`config.mk`:
```
export PLATFORM = sky130hd
export DESIGN_NAME = typed_id_allocator_unit
export DESIGN_NICKNAME = d
export VERILOG_FILES = /design/src/tia_pkg.sv /design/src/tia_ctrl.sv /design/src/tia_dp.sv /design/src/typed_id_allocator_unit.sv
export SDC_FILE = /design/constraint.sdc
export NUM_CORES = 2
export LEC_CHECK = 0
export BUFFER_PORTS_ARGS = -buffer_cell sky130_fd_sc_hd__buf_2
export CAP_MARGIN = 30
export CELL_PAD_IN_SITES_DETAIL_PLACEMENT = 1
export CELL_PAD_IN_SITES_GLOBAL_PLACEMENT = 1
export CORE_ASPECT_RATIO = 0.8
export CORE_MARGIN = 10
export CORE_UTILIZATION = 45
export CTS_CLUSTER_SIZE = 20
export DETAILED_ROUTE_END_ITERATION = 8
export PLACE_DENSITY = 0.75
export SLEW_MARGIN = 20
export SYNTH_ARGS = -nofsm -noshare
export SYNTH_HDL_FRONTEND = slang
export SYNTH_SLANG_ARGS = --single-unit
export TNS_END_PERCENT = 50
```
`constraint.sdc`:
```
create_clock -name clk -period 6.7 [get_ports clk]
set_input_delay 1.34 -clock clk [delete_from_list [all_inputs] [get_ports clk]]
set_output_delay 1.34 -clock clk [all_outputs]
set_load 0.1 [all_outputs]
```
`src/tia_pkg.sv`:
```
// Package for the typed id allocator: widths, codes, controller states and the
// command and status structs passed between the controller and the datapath.
// Depends on nothing.
package tia_pkg;

  localparam int NUM_TYPES_DEF      = 8;
  localparam int SLOTS_PER_TYPE_DEF = 256;

  localparam int WORD_W   = 32;
  localparam int BIT_W    = 5;
  localparam int TYPE_F_W = 3;
  localparam int SUB_W    = 5;
  localparam int SLOT_W   = 8;
  localparam int ID_W     = 16;
  localparam int LIMIT_W  = 9;
  localparam int STATUS_W = 2;
  localparam int IN_W     = 24;

  localparam logic [LIMIT_W-1:0] LIMIT_RESET = 9'd256;

  localparam logic CMD_ALLOC = 1'b0;
  localparam logic CMD_FREE  = 1'b1;

  localparam logic [STATUS_W-1:0] STATUS_DONE    = 2'd0;
  localparam logic [STATUS_W-1:0] STATUS_FULL    = 2'd1;
  localparam logic [STATUS_W-1:0] STATUS_IGNORED = 2'd2;

  typedef enum logic [1:0] {
    S_IDLE,
    S_READ,
    S_SCAN,
    S_PUSH
  } state_t;

  typedef struct packed {
    logic capture;
    logic rd;
    logic advance;
    logic commit;
    logic reject;
    logic push;
  } ctl_cmd_t;

  typedef struct packed {
    logic req_bad;
    logic found;
    logic last_word;
    logic op_free;
    logic out_free;
  } dp_status_t;

endpackage

```
`src/tia_ctrl.sv`:
```
// Controller state machine of the typed id allocator.
// Sequences capture, word reads, the scan and the result hand-off.
// Depends on tia_pkg.
module tia_ctrl (
  input  logic                clk,
  input  logic                rst,
  input  logic                s_tvalid,
  output logic                s_tready,
  input  tia_pkg::dp_status_t status,
  output tia_pkg::ctl_cmd_t   cmd
);
  import tia_pkg::*;

  state_t state;
  state_t state_next;

  always_ff @(posedge clk) begin
    if (rst) begin
      state <= S_IDLE;
    end else begin
      state <= state_next;
    end
  end

  always_comb begin
    state_next = state;
    unique case (state)
      S_IDLE: begin
        if (s_tvalid) state_next = S_READ;
      end
      S_READ: begin
        state_next = status.req_bad ? S_PUSH : S_SCAN;
      end
      S_SCAN: begin
        if (status.op_free || status.found || status.last_word) state_next = S_PUSH;
      end
      S_PUSH: begin
        if (status.out_free) state_next = S_IDLE;
      end
      default: state_next = S_IDLE;
    endcase
  end

  always_comb begin
    cmd      = '0;
    s_tready = 1'b0;
    unique case (state)
      S_IDLE: begin
        s_tready    = 1'b1;
        cmd.capture = s_tvalid;
      end
      S_READ: begin
        cmd.reject = status.req_bad;
        cmd.rd     = !status.req_bad;
      end
      S_SCAN: begin
        if (status.op_free || status.found) begin
          cmd.commit = 1'b1;
        end else if (status.last_word) begin
          cmd.reject = 1'b1;
        end else begin
          cmd.advance = 1'b1;
        end
      end
      S_PUSH: begin
        cmd.push = status.out_free;
      end
      default: cmd = '0;
    endcase
  end

endmodule

```
`src/tia_dp.sv`:
```
// Datapath of the typed id allocator: request registers, the used-flag memory
// of 32-bit words with per-row valid bits, the first-free search and the output register.
// Depends on tia_pkg.
module tia_dp #(
  parameter int NUM_TYPES      = tia_pkg::NUM_TYPES_DEF,
  parameter int SLOTS_PER_TYPE = tia_pkg::SLOTS_PER_TYPE_DEF
) (
  input  logic                          clk,
  input  logic                          rst,
  input  logic                          cfg_we,
  input  logic [tia_pkg::LIMIT_W-1:0]   cfg_wdata,
  input  logic                          in_cmd,
  input  logic [tia_pkg::TYPE_F_W-1:0]  in_type,
  input  logic [tia_pkg::SUB_W-1:0]     in_subtype,
  input  logic [tia_pkg::ID_W-1:0]      in_free_id,
  output logic                          m_tvalid,
  input  logic                          m_tready,
  output logic [tia_pkg::ID_W-1:0]      m_tdata,
  output logic [tia_pkg::STATUS_W-1:0]  m_tuser,
  input  tia_pkg::ctl_cmd_t             cmd,
  output tia_pkg::dp_status_t           status
);
  import tia_pkg::*;

  localparam int WORDS  = (SLOTS_PER_TYPE + WORD_W - 1) / WORD_W;
  localparam int WSEL_W = (WORDS > 1) ? $clog2(WORDS) : 1;
  localparam int TYPE_W = (NUM_TYPES > 1) ? $clog2(NUM_TYPES) : 1;
  localparam int ADDR_W = TYPE_W + WSEL_W;
  localparam int DEPTH  = 1 << ADDR_W;

  logic [LIMIT_W-1:0]  slot_limit;
  logic [LIMIT_W-1:0]  lim;
  logic                op;
  logic [TYPE_F_W-1:0] typ;
  logic [SUB_W-1:0]    sub;
  logic [SLOT_W-1:0]   slot;
  logic                fid_zero;
  logic [WSEL_W-1:0]   word;
  logic [WSEL_W-1:0]   rd_word;
  logic [ID_W-1:0]     res_id;
  logic [STATUS_W-1:0] res_status;

  logic [WORD_W-1:0]   mem [DEPTH];
  logic [DEPTH-1:0]    row_valid;
  logic [WORD_W-1:0]   rdata;
  logic                rdata_valid;
  logic [ADDR_W-1:0]   raddr;
  logic [ADDR_W-1:0]   waddr;
  logic                re;
  logic [WORD_W-1:0]   wdata;

  logic [WORD_W-1:0]   cur;
  logic [LIMIT_W-1:0]  base;
  logic [LIMIT_W-1:0]  rem;
  logic [WORD_W-1:0]   mask;
  logic [WORD_W-1:0]   free_bits;
  logic [BIT_W-1:0]    pos;
  logic [LIMIT_W-1:0]  found_slot;
  logic                type_bad;

  always_ff @(posedge clk) begin
    if (rst) begin
      slot_limit <= LIMIT_RESET;
    end else if (cfg_we) begin
      slot_limit <= cfg_wdata;
    end
  end

  assign lim = (slot_limit < LIMIT_W'(SLOTS_PER_TYPE)) ? slot_limit : LIMIT_W'(SLOTS_PER_TYPE);

  always_ff @(posedge clk) begin
    if (cmd.capture) begin
      op       <= in_cmd;
      sub      <= in_subtype;
      slot     <= in_free_id[SLOT_W-1:0];
      fid_zero <= (in_free_id == '0);
      if (in_cmd == CMD_FREE) begin
        typ  <= in_free_id[ID_W-1 -: TYPE_F_W];
        word <= in_free_id[BIT_W +: WSEL_W];
      end else begin
        typ  <= in_type;
        word <= '0;
      end
    end else if (cmd.advance) begin
      word <= word + 1'b1;
    end
  end

  assign type_bad = ({29'd0, typ} >= NUM_TYPES);

  assign status.req_bad = (op == CMD_FREE) ? (fid_zero || type_bad || ({1'b0, slot} >= lim))
                                           : (type_bad || (lim == '0));

  assign rd_word = cmd.advance ? word + 1'b1 : word;
  assign raddr   = {typ[TYPE_W-1:0], rd_word};
  assign waddr   = {typ[TYPE_W-1:0], word};
  assign re      = cmd.rd || cmd.advance;

  always_ff @(posedge clk) begin
    if (cmd.commit) begin
      mem[waddr] <= wdata;
    end
    if (re) begin
      rdata       <= mem[raddr];
      rdata_valid <= row_valid[raddr];
    end
  end

  always_ff @(posedge clk) begin
    if (rst) begin
      row_valid <= '0;
    end else if (cmd.commit) begin
      row_valid[waddr] <= 1'b1;
    end
  end

  assign cur  = rdata_valid ? rdata : '0;
  assign base = LIMIT_W'({word, BIT_W'(0)});
  assign rem  = lim - base;

  always_comb begin
    for (int b = 0; b < WORD_W; b++) begin
      mask[b] = (LIMIT_W'(b) < rem);
    end
  end

  assign free_bits = ~cur & mask;

  always_comb begin
    pos = '0;
    for (int b = WORD_W - 1; b >= 0; b--) begin
      if (free_bits[b]) pos = BIT_W'(b);
    end
  end

  assign found_slot = base + LIMIT_W'(pos);

  always_comb begin
    if (op == CMD_FREE) begin
      wdata = cur & ~(WORD_W'(1) << slot[BIT_W-1:0]);
    end else begin
      wdata = cur | (WORD_W'(1) << pos);
    end
  end

  assign status.found     = |free_bits;
  assign status.last_word = ({1'b0, base} + (LIMIT_W + 1)'(WORD_W)) >= {1'b0, lim};
  assign status.op_free   = (op == CMD_FREE);
  assign status.out_free  = !m_tvalid || m_tready;

  always_ff @(posedge clk) begin
    if (cmd.reject) begin
      res_id     <= '0;
      res_status <= (op == CMD_FREE) ? STATUS_IGNORED : STATUS_FULL;
    end else if (cmd.commit) begin
      res_status <= STATUS_DONE;
      if (op == CMD_FREE) begin
        res_id <= '0;
      end else begin
        res_id <= {typ, sub, found_slot[SLOT_W-1:0]};
      end
    end
  end

  always_ff @(posedge clk) begin
    if (rst) begin
      m_tvalid <= 1'b0;
    end else if (cmd.push) begin
      m_tvalid <= 1'b1;
    end else if (m_tready) begin
      m_tvalid <= 1'b0;
    end
  end

  always_ff @(posedge clk) begin
    if (cmd.push) begin
      m_tdata <= res_id;
      m_tuser <= res_status;
    end
  end

endmodule

```
`src/typed_id_allocator_unit.sv`:
```
// Top level of the typed id allocator: joins the controller and the datapath.
// Depends on tia_pkg, tia_ctrl and tia_dp.
//
// Each input transaction is one command. s_tuser selects allocate or free.
// An allocation searches the used flags of one type, a 32-bit word per
// cycle, for the lowest free slot below the slot limit and returns the
// packed id on m_tdata with a status on m_tuser. A free clears one flag.
// Every command gives exactly one output transaction.
// An allocation reads one to eight flag words, a valid free reads one
// and a request that fails the check reads none; one command is in
// work at a time, through the one read port of the flag memory.
// The slot limit is written through cfg_we and cfg_wdata; the user must
// write it only while idle, which the block itself does not enforce.
// Reset frees every slot at once through per-row valid bits and sets the
// limit to 256. A result waits in the output register while m_tready is
// low; the next command is accepted, and held before its hand-off if the
// earlier result has still not been taken.
module typed_id_allocator_unit #(
  parameter int NUM_TYPES      = tia_pkg::NUM_TYPES_DEF,
  parameter int SLOTS_PER_TYPE = tia_pkg::SLOTS_PER_TYPE_DEF
) (
  input  logic                         clk,
  input  logic                         rst,
  input  logic                         cfg_we,
  input  logic [tia_pkg::LIMIT_W-1:0]  cfg_wdata,
  input  logic                         s_tvalid,
  output logic                         s_tready,
  // [2:0] id_type, [7:3] id_subtype, [23:8] free_id
  input  logic [tia_pkg::IN_W-1:0]     s_tdata,
  // [0] cmd
  input  logic                         s_tuser,
  output logic                         m_tvalid,
  input  logic                         m_tready,
  // [15:0] new_id
  output logic [tia_pkg::ID_W-1:0]     m_tdata,
  // [1:0] status
  output logic [tia_pkg::STATUS_W-1:0] m_tuser
);
  import tia_pkg::*;

  ctl_cmd_t   cmd;
  dp_status_t status;

  tia_ctrl u_ctrl (
    .clk      (clk),
    .rst      (rst),
    .s_tvalid (s_tvalid),
    .s_tready (s_tready),
    .status   (status),
    .cmd      (cmd)
  );

  tia_dp #(
    .NUM_TYPES      (NUM_TYPES),
    .SLOTS_PER_TYPE (SLOTS_PER_TYPE)
  ) u_dp (
    .clk        (clk),
    .rst        (rst),
    .cfg_we     (cfg_we),
    .cfg_wdata  (cfg_wdata),
    .in_cmd     (s_tuser),
    .in_type    (s_tdata[2:0]),
    .in_subtype (s_tdata[7:3]),
    .in_free_id (s_tdata[23:8]),
    .m_tvalid   (m_tvalid),
    .m_tready   (m_tready),
    .m_tdata    (m_tdata),
    .m_tuser    (m_tuser),
    .cmd        (cmd),
    .status     (status)
  );

endmodule
```
==> results.rst <==
.. list-table::
   :header-rows: 1

   * - Metric
     - Value
   * - Count of endpoints failing hold in the final timing report
     - 0
   * - Setup total negative slack
     - -0.113 ns
   * - Die ar.
     - approximately 220000 sq um
   * - Number of antenna violations at the first check in global routing
     - 27
   * - Number of instances in the placed design
     - 8616
   * - Fin worst setup slack
     - -0.113 ns
   * - Worst Skew
     - approximately 0.05 ns
   * - Post-synthesis share of cell area spent on full adders, half adders and majority gates
     - 0.00242
   * - Clock net sink count
     - ~2200
   * - HPWL after detailed placement
     - 214 mm
   * - Cell type with the largest total area after synthesis
     - edfxtp_1
   * - Number of enable flip-flop cells after synthesis
     - 2119
   * - Worst setup EP type
     - flip-flop
   * - Number of antenna-violating nets in the routed design
     - 0
   * - Number of synthesized register bits
     - between 2000 and 2500
   * - Beginning of the worst register-to-register path
     - u_dp.slot_limit[8]
   * - Sequential cell area fraction in the yosys report
     - 0.720
   * - Global-route wire length before repair
     - 494 mm
   * - Ports placed on the boundary
     - roughly 60
   * - Avg Inst Size Synth
     - about 15 sq um
   * - Multiplexer share of the synthesized area
     - 0.0934
   * - Count of unresolved DRC violations after routing
     - 0
   * - Total count of max-transition violations in the final report
     - 0
   * - Synthesis-to-layout area growth
     - 14.9%
   * - Seq pwr share
     - 0.399
   * - Drt first pass iters
     - 6
   * - Max Fanout on Critical Path
     - 8
   * - Type of element launching the critical path
     - flip-flop
   * - Switch Pwr
     - about 15 mW
   * - Clk pwr share
     - 0.285
   * - Worst setup startpoint
     - u_dp.slot_limit[8]
   * - Area of the mapped netlist
     - roughly 91000 sq um
   * - RD Place Congestion
     - around 0.90
   * - WL final
     - 360 mm
   * - Number of vias in the routed layout
     - around 63000
   * - Worst endpoint required time
     - about 7.3 ns
   * - Net count after synthesis
     - 5967
   * - Compound-gate portion of the synthesized area
     - 0.0797
   * - Hold-fix buffer count after cts
     - 0
   * - Warnings from Yosys
     - 0
   * - Net count of the finished layout
     - 6228
   * - Final global-route overflow total
     - 0
   * - Post-route clock period utilization
     - 1.02
   * - Simple-gate share of the synthesized area
     - 0.0810
   * - Core area
     - roughly 200000 sq um
   * - Combinational family with the most area after synthesis
     - multiplexers
   * - Layout cells sized above 1
     - 0.180
   * - Vertical extent of the die
     - roughly 420 um
   * - Peak supply drop
     - 0.000288 V
   * - Hold_sp
     - u_dp.res_id[13]
   * - Commonest register cell after synthesis
     - edfxtp_1
   * - Rel. slew slack
     - 0.239
   * - Wirelength per Cell
     - 39.8 um
   * - Effective utilization at floorplan
     - 0.453
   * - Number of non-filler instances in the completed layout
     - 9046
   * - Clk pin slew, worst setup/hold paths
     - 0.06 ns
   * - Total of buffers placed on input and output ports
     - 58
   * - Clock latency of the later-clocked register in the worst-skew pair
     - around 0.9 ns
   * - CP arrival
     - 7.43 ns
   * - Pin count of the biggest net entering global routing
     - 81
   * - Achievable frequency
     - 147 MHz
   * - Initial detailed-routing violation count
     - roughly 12000
   * - Switching part of the total
     - 0.355
   * - Power per cell area
     - around 400 nW/um^2
   * - Power share of the combinational group
     - 0.316
   * - Violations in the final reports
     - setup timing
   * - Num CTS Buffers
     - 210
   * - Via density per instance
     - about 7.0
   * - Clock tree from TritonCTS
     - done
   * - Number of instances in the synthesized netlist
     - between 5000 and 6000
   * - Count of distinct cell types in the synthesized netlist
     - 109
   * - Vias in the first global route
     - 62600
   * - Number of buffers on the longest clock path
     - 3
   * - Die outline width
     - 523 um
   * - Share of the synthesized area in the top cell type
     - 0.699
   * - FFs w/ async S/R, synth
     - 0
   * - Clock root cell
     - clkbuf_16
   * - Transition time at the pin with the least slew margin
     - 1.14 ns
   * - Final core utilization
     - 0.521
   * - Row count
     - around 150
   * - Result of the run
     - finished, violations left
   * - Xor/xnor cell area share of the yosys netlist
     - 0.000192
   * - Internal portion of total power
     - roughly 28 mW
   * - Type of the setup path with the least slack
     - reg2reg
   * - Aggregate global-route resource usage
     - 0.314
   * - H-tree Lvls
     - 4
   * - HP Class
     - reg2reg
   * - Time the worst path needs with I/O delays and setup
     - just under 7 ns
   * - Top cells by area in the synthesized netlist
     - edfxtp_1, mux4_2, mux2i_1
   * - Max-cap violations
     - 0
   * - P_leak
     - ~34 nW
   * - Final count of negative-setup-slack endpoints
     - 1
[timing repair]
| action | in CTS | in global routing |
|---|---|---|
| endpoints found under the setup margin | 19 | 30 |
| cloned | 1 | 3 |
| pin swaps | 2 | 9 |
| gates resized for setup | 5 | 17 |
| buffers inserted | 2 | 17 |
[metrics by stage]
stage | power (mW) | cell area (sq um) | hold slack (ns) | worst slack (ns)
5_1_grt | 43.7 | 105000 | 0.440 | -0.00721
6_report | 42.7 | 105000 | 0.434 | -0.113
4_1_cts | 42.0 | 104000 | 0.435 | 0.0138
3_3_place_gp | 29.5 | 97200 | 0.416 | -0.196
2_1_floorplan | 25.0 | 91000 | 0.400 | -0.653
3_5_place_dp | 30.0 | 97300 | 0.419 | -0.306
[registers in the layout (all words and copies together), names as in the netlist, 2 cells and up]
| name | flops |
|---|---|
| u_dp.slot | 8 |
| u_dp.res_status | 2 |
| u_dp.slot_limit | 9 |
| u_dp.row_valid | 64 |
| u_dp.mem | 2048 |
| u_ctrl.state | 2 |
| u_dp.m_tuser | 2 |
| u_dp.typ | 3 |
| u_dp.rdata | 32 |
| u_dp.m_tdata | 16 |
| u_dp.sub | 5 |
| u_dp.word | 3 |
| u_dp.res_id | 16 |
[per-layer routing]
| metal | up-vias | global-route usage | routed length, um |
|---|---|---|---|
| li1 | 24000 | - | - |
| met3 | 1248 | 0.107 | 56200 |
| met4 | 26 | 0.165 | 23400 |
| met1 | 32500 | 0.417 | 127000 |
| met2 | 5473 | 0.456 | 153000 |
| met5 | - | 0 | 161 |
[cell usage after synthesis (all sizes together), types with 26 or more instances]
master  count
dfxtp      95
a31oi      85
and3       46
clkbuf    193
nor2      214
nand3     251
o22ai     177
nor2b      32
mux4      198
mux2i     341
nor3       51
a211oi     87
nand2     830
o211ai     30
o21a       75
buf       187
mux2       51
o221ai     54
a22oi      26
edfxtp   2119
nor4       38
a21oi     138
nand4      69
o21ai     157
[area by class of cell]
| class | count | area, sq um |
|---|---|---|
| tap | 2682 | 3360 |
| antenna | 12 | 30.0 |
| timing repair buffer | 426 | 4140 |
| clock buffer | 269 | 5680 |
| sequential | 2214 | 65500 |
| fill | 19000 | 96200 |
| multi-input combinational | 3294 | 24500 |
| clock inverter | 122 | 1220 |
| inverter | 27 | 101 |
[placed cells by master (no fill, tap or decap), drive strengths merged, types with 18 or more instances in the layout]
| master | instances |
|---|---|
| o22ai | 177 |
| dfxtp | 95 |
| o21a | 75 |
| bufinv | 19 |
| nor3 | 51 |
| and2 | 19 |
| nand3 | 251 |
| clkinv | 93 |
| mux2i | 341 |
| a21oi | 138 |
| a22o | 23 |
| nand4 | 70 |
| a22oi | 26 |
| mux4 | 198 |
| inv | 31 |
| clkbuf | 270 |
| o21ai | 157 |
| and3 | 46 |
| nor2 | 214 |
| nor4 | 38 |
| nor2b | 32 |
| buf | 425 |
| edfxtp | 2119 |
| o2111ai | 18 |
| a32oi | 25 |
| o221ai | 54 |
| a211oi | 87 |
| mux2 | 51 |
| nand2 | 831 |
| a31oi | 85 |
| o211ai | 30 |
| a311oi | 19 |
| or3 | 22 |
[path summary, 6_finish.rpt]
path	to	slack, ns	depth (start not counted)
worst max-delay path	u_dp.rdata[3]	-0.11	22
worst min-delay path	u_dp.m_tdata[13]	0.43	0
worst max register to register	u_dp.rdata[3]	-0.11	22
worst min register to register	u_dp.m_tdata[13]	0.43	0
[power groups by stage]
stage               clock, mW  sequential [mW]  combinational, mW
floorplan                   0             17.3               7.67
global placement            0             17.3               12.2
detailed placement          0             17.3               12.7
CTS                      12.2             17.0               12.8
global route             12.7             17.1               13.9
finish                   12.2             17.1               13.5
[critical path: stages (launching register included)]
cell	delay, ns
dfxtp_1	0.35
clkinv_1	0.10
nand2_1	0.15
ha_2	0.25
inv_1	0.06
ha_1	0.35
nor2_1	0.33
o21ai_0	0.27
nor4_1	0.26
a31o_2	0.25
a21boi_1	0.32
nand4_1	0.14
buf_4	0.19
or3_1	0.42
buf_4	0.22
nor3_2	0.17
buf_4	0.21
a2bb2oi_2	0.24
o221ai_1	0.29
o211ai_1	0.33
o21ai_0	0.41
o2111ai_1	0.60
or4_1	0.64
[kinds of logic (layout without fill, tap and decap cells)]
family                     count (synthesis)  after routing
AOI/OAI and AO/OA                       1054           1054
xor gates and xnor gates                   2              2
adders and majority gates                 18             18
buffers and inverters                    407            844
DFF                                     2214           2214
muxes                                    590            590
other                                      0             12
and+or+nand+nor                         1627           1630
Power figures use the tool's default switching activity.
